`src/rtl/core/pif_pkg.sv`:
```
`default_nettype none
package pif_pkg;

	localparam logic [2:0] MODE_SDEC = 3'd0;
	localparam logic [2:0] MODE_UDEC = 3'd1;
	localparam logic [2:0] MODE_OCT  = 3'd2;
	localparam logic [2:0] MODE_HEXL = 3'd3;
	localparam logic [2:0] MODE_HEXU = 3'd4;

	localparam logic [1:0] SIZE_SHORT = 2'd0;
	localparam logic [1:0] SIZE_INT   = 2'd1;
	localparam logic [1:0] SIZE_LONG  = 2'd2;

	localparam logic [7:0] CHAR_OPEN  = 8'h84;
	localparam logic [7:0] CHAR_CLOSE = 8'h83;
	localparam logic [7:0] CHAR_SPACE = 8'h20;
	localparam logic [7:0] CHAR_ZERO  = 8'h30;
	localparam logic [7:0] CHAR_MINUS = 8'h2d;
	localparam logic [7:0] CHAR_PLUS  = 8'h2b;

	localparam int RESULT_LIMIT = 40;
	localparam int DIGIT_MAX    = 22;

	// Emission phases
	localparam logic [3:0] PH_OPEN   = 4'd0;
	localparam logic [3:0] PH_LPAD   = 4'd1;
	localparam logic [3:0] PH_SIGN   = 4'd2;
	localparam logic [3:0] PH_PFX0   = 4'd3;
	localparam logic [3:0] PH_PFX1   = 4'd4;
	localparam logic [3:0] PH_ZPAD   = 4'd5;
	localparam logic [3:0] PH_PREC   = 4'd6;
	localparam logic [3:0] PH_OCT    = 4'd7;
	localparam logic [3:0] PH_DIGITS = 4'd8;
	localparam logic [3:0] PH_RPAD   = 4'd9;
	localparam logic [3:0] PH_CLOSE  = 4'd10;
	localparam logic [3:0] PH_DONE   = 4'd11;

	typedef struct packed {
		logic [2:0]  mode;
		logic [63:0] value_bits;
		logic [1:0]  size_class;
		logic        left_justify;
		logic        zero_pad;
		logic        show_sign;
		logic        space_sign;
		logic        alternate;
		logic [5:0]  field_width;
		logic [5:0]  precision;
		logic        has_precision;
	} pif_item_t;

	typedef struct packed {
		logic [7:0] out_char;
		logic       last;
	} pif_result_t;

	// Controller to datapath
	typedef struct packed {
		logic load;      // capture item, prepare magnitude
		logic div_step;  // extract one octal/hex digit or one 16-bit chunk of a decimal digit
		logic plan;      // compute run lengths
		logic emit;      // advance the phase, producing at most one character
	} pif_cmd_t;

	// Datapath to controller
	typedef struct packed {
		logic div_done;
		logic emit_valid;  // current phase yields a character
		logic emit_last;
		logic emit_end;    // nothing more to emit
	} pif_stat_t;

	function automatic logic [7:0] digit_char(input logic [3:0] d, input logic upper);
		logic [7:0] c;
		if (d < 4'd10) c = CHAR_ZERO + {4'd0, d};
		else if (upper) c = 8'h41 + {4'd0, d} - 8'd10;
		else c = 8'h61 + {4'd0, d} - 8'd10;
		return c;
	endfunction

endpackage
`default_nettype wire

```
`src/rtl/core/pif_ctrl.sv`:
```
`default_nettype none
module pif_ctrl
	import pif_pkg::*;
(
	input  wire logic clk,
	input  wire logic arst_n,
	input  wire logic in_valid,
	output logic      in_ready,
	output logic      out_valid,
	input  wire logic out_ready,
	input  wire pif_stat_t stat,
	output pif_cmd_t  cmd
);
	localparam logic [1:0] ST_IDLE = 2'd0;
	localparam logic [1:0] ST_DIV  = 2'd1;
	localparam logic [1:0] ST_PLAN = 2'd2;
	localparam logic [1:0] ST_EMIT = 2'd3;

	logic [1:0] state_q;
	logic       out_valid_q;
	logic       slot_free;

	// output register can take a character when empty or draining
	assign slot_free = !out_valid_q || out_ready;
	assign out_valid = out_valid_q;
	assign in_ready  = (state_q == ST_IDLE);

	always_comb begin
		cmd = '0;
		cmd.load     = (state_q == ST_IDLE) && in_valid;
		cmd.div_step = (state_q == ST_DIV) && !stat.div_done;
		cmd.plan     = (state_q == ST_PLAN);
		cmd.emit     = (state_q == ST_EMIT) && slot_free && !stat.emit_end;
	end

	always_ff @(posedge clk or negedge arst_n) begin
		if (!arst_n) begin
			state_q     <= ST_IDLE;
			out_valid_q <= 1'b0;
		end else begin
			if (cmd.emit && stat.emit_valid) out_valid_q <= 1'b1;
			else if (out_ready) out_valid_q <= 1'b0;
			unique case (state_q)
				ST_IDLE: if (in_valid) state_q <= ST_DIV;
				ST_DIV:  if (stat.div_done) state_q <= ST_PLAN;
				ST_PLAN: state_q <= ST_EMIT;
				ST_EMIT: begin
					if (stat.emit_end || (cmd.emit && stat.emit_valid && stat.emit_last))
						state_q <= ST_IDLE;
				end
				default: state_q <= ST_IDLE;
			endcase
		end
	end
endmodule
`default_nettype wire

```
`config.mk`:
```
export PLATFORM = sky130hd
export DESIGN_NAME = pif_ctrl
export DESIGN_NICKNAME = d
export VERILOG_FILES = /design/src/rtl/core/pif_pkg.sv /design/src/rtl/core/pif_ctrl.sv
export SDC_FILE = /design/constraint.sdc
export NUM_CORES = 1
export LEC_CHECK = 0
export CAP_MARGIN = 20
export CORE_AREA = 2 2 39 41
export CTS_BUF_LIST = sky130_fd_sc_hd__clkbuf_8 sky130_fd_sc_hd__clkbuf_16
export DETAILED_ROUTE_END_ITERATION = 16
export DIE_AREA = 0 0 41 43
export DONT_BUFFER_PORTS = 1
export SLEW_MARGIN = 10
export SYNTH_ARGS = -nofsm -noshare
export SYNTH_HDL_FRONTEND = slang
export SYNTH_SLANG_ARGS = --single-unit
export TNS_END_PERCENT = 10
```
`constraint.sdc`:
```
create_clock -name clk -period 3.3 [get_ports clk]
set_clock_uncertainty 0.15 [all_clocks]
set_input_delay 0.33 -clock clk [delete_from_list [all_inputs] [get_ports clk]]
set_output_delay 0.33 -clock clk [all_outputs]
set_load 0.02 [all_outputs]
```
==> results_dict.tcl <==
set metrics [dict create \
    drv_slew 0 \
    rr_endpoint "state_q[1]$_DFFE_PN0P_" \
    detail_route.iter0.violations 2 \
    total_power_mw 0.3255 \
    fin_setup_tns_ps 0 \
    grt_max_degree 5 \
    power_density_nw_per_um2 1012 \
    internal_power_mw 0.2011 \
    rows 14 \
    fp.dieW_um 41 \
    ys_ff_latch 3 \
    yosysMostFrequentCell "ha_1" \
    via_per_inst 3.886 \
    hold_violations 0 \
    antenna_cells 0 \
    drc 0 \
    cts_sinks 3 \
    rrSetupSlack_ps 1700 \
    hpwl_um 380.4 \
    r2r-start "state_q[0]$_DFFE_PN0P_" \
    antenna_found_initial 0 \
    stdcell_area_um2 321.6 \
    holdCritPathClass "input pin to register" \
    cp.required_ps 2820 \
    synth.cell_area_um2 246.5 \
    drt-wirelength-per-cell_um 9.750 \
    cp-end-kind "output pin" \
    portBuffers 0 \
    post_cts_buffers 0 \
    cp_num_buf_inv 1 \
    pwr-share-clk 0.316 \
    synth_top_area_cell "dfrtp_1" \
    synth.top_cells.by_area "dfrtp_1, ha_1, mux2_4" \
    first_global_vias 193 \
    cpLargestDelayFamily "flip-flops" \
    yosysTopAreaCellShare 0.3046 \
    rr_worst_depth 5 \
    ant_nets 0 \
    path_clk_slew_ps 30 \
    synth_area_per_cell_um2 10.72 \
    fill_cells 163 \
    holdPathStages 1 \
    area_growth_syn_to_layout_pct 30.46 \
    path_class "register to output pin" \
    p_sw_frac 0.3822 \
    vdd_drop_max_mv 0.2179 \
    path_max_fanout 4 \
    drt-pass1-iter-count 2 \
    cts-buffers-inserted 3 \
    place.gp.congestion 0.6253 \
    setup_viol 0 \
    io_pins 14 \
    clk_path_buf_depth 2 \
    p_switching_mw 0.1244 \
    power_leakage_nw 0.1689 \
    initial_utilization 0.1781 \
    routed_wl_um 429 \
    start_kind "register" \
    syn_nets 35 \
    worst_slew_pin_slew_ps 295.1 \
    grt_util_all_layers 0.06942 \
    nets 41 \
    ys_warn_count 0 \
    layout_min_cycle_time_ps 1814 \
    max-cap-violations 0 \
    grt_remaining_overflow 0 \
    clk_latency_ps 210 \
    seq_area_frac_synth 0.3046 \
    netlist_top_cells_count "ha_1, dfrtp_1, inv_1" \
    critical-path-slowest-cell "dfrtp_1" \
    placed_area_um2 266.5 \
    die_h_um 43 \
    combPwrFrac 0.463 \
    postCtsHoldBufs 1 \
    min_from "stat[2]" \
    hold_end "out_valid$_DFFE_PN0P_" \
    cts-root-buf "clkbuf_8" \
    synth_edf_count 0 \
    crit_chain "inv_1 -> ha_1 -> and2_1" \
    h-tree-depth 1 \
    period_share 0.5498 \
    ys_async_sr_fraction 1.000 \
    via_count 171 \
    die-area_um2 1763 \
    crit_arrival_ps 1330 \
    slew_headroom 0.8033 \
    synthFlopType "dfrtp_1" \
    p_seq_frac 0.220 \
    coreArea_um2 1384 \
    slowest_delay_ps 390 \
    grt_pass1_wl_um 703 \
    cts_resized 0 \
    fmax_mhz 551.2 \
    synthCells 23 \
    cts_tree "done" \
    status "finished, final reports clean" \
    drive_gt1_frac 0.3571 \
    ys_types 16 \
    rsz0062_at_grt "no" \
]
==> cell type report <==
cell class                      instances  area [um2]  area share
Multi-Input combinational cell         17       160.2      0.4981
Sequential cell                         3       75.07      0.2335
Tap cell                               16       20.02     0.06226
Clock inverter                          1       3.754     0.01167
Inverter                                3       11.26     0.03502
Clock buffer                            3       41.29      0.1284
Timing Repair Buffer                    1       10.01     0.03113
==> per-stage QoR <==
stage	setup WS (ps)	instances	util	hold slack (ps)
after floorplan	1770	23	-	-115.6
after detailed placement	1692	39	0.1926	-115.5
final	1486	44	0.2324	94.59
after global routing	1415	44	0.2324	101.8
after CTS	1463	44	0.2324	94.98
after global placement	1699	39	0.1926	-115.5
==> cell usage in the layout, fill, tap and decap left out <==
master,count
nor2b_1,1
nand3_2,1
dfrtp_1,3
nor2b_4,1
nand2b_1,1
ha_1,4
dlygate4sd3_1,1
clkbuf_8,3
nor2_1,1
and2_1,1
o21ai_2,1
nand2_2,1
a32oi_1,1
a21o_2,1
mux2_4,1
inv_1,4
or2b_1,1
and2b_2,1
==> cell families (layout without fill, tap and decap cells) <==
family | count (synthesis) | count (layout) | share of synthesized area
mux | 1 | 1 | 0.06090
fa+ha+maj | 4 | 4 | 0.2031
simple gates | 9 | 9 | 0.2792
compound gates | 3 | 3 | 0.1066
buf+inv | 3 | 8 | 0.04568
flops | 3 | 3 | 0.3046
==> power groups by stage <==
stage	clock network, mW	registers, mW	logic, mW
CTS	0.106	0.0725	0.156
finish	0.103	0.0717	0.151
detailed placement	0	0.0731	0.154
floorplan	0	0.0696	0.136
global route	0.111	0.0746	0.171
global placement	0	0.0727	0.152
==> layer usage <==
metal | vias up | track usage | wire, um
li1 | 84 | - | -
met1 | 76 | 0.05178 | 132
met2 | 9 | 0.09688 | 236
met3 | 2 | 0.03665 | 43
met4 | 0 | 0.1000 | 16
met5 | - | 0 | 0
==> registers in the layout, indices dropped and copies added, names as in the netlist <==
| name | cells |
|---|---|
| out_valid | 1 |
| state_q | 2 |
==> how the worst max path moves through the flow <==
stage	from	to	slack (ps)	cells after the start
after global routing	state_q[0]$_DFFE_PN0P_	cmd[3]	1420	3
after detailed placement	state_q[0]$_DFFE_PN0P_	state_q[1]$_DFFE_PN0P_	1690	5
after floorplan	state_q[0]$_DFFE_PN0P_	cmd[3]	1770	3
final	state_q[0]$_DFFE_PN0P_	cmd[3]	1490	3
after CTS	state_q[0]$_DFFE_PN0P_	cmd[3]	1460	3
after global placement	state_q[0]$_DFFE_PN0P_	state_q[1]$_DFFE_PN0P_	1700	5
==> worst register-to-register path, stage by stage, from the launching register on <==
cell	delay, ps
dfrtp_1	390
inv_1	100
ha_1	330
nand2b_1	110
nand3_2	100
mux2_4	300
No activity file was read; power rests on OpenSTA's default activity.
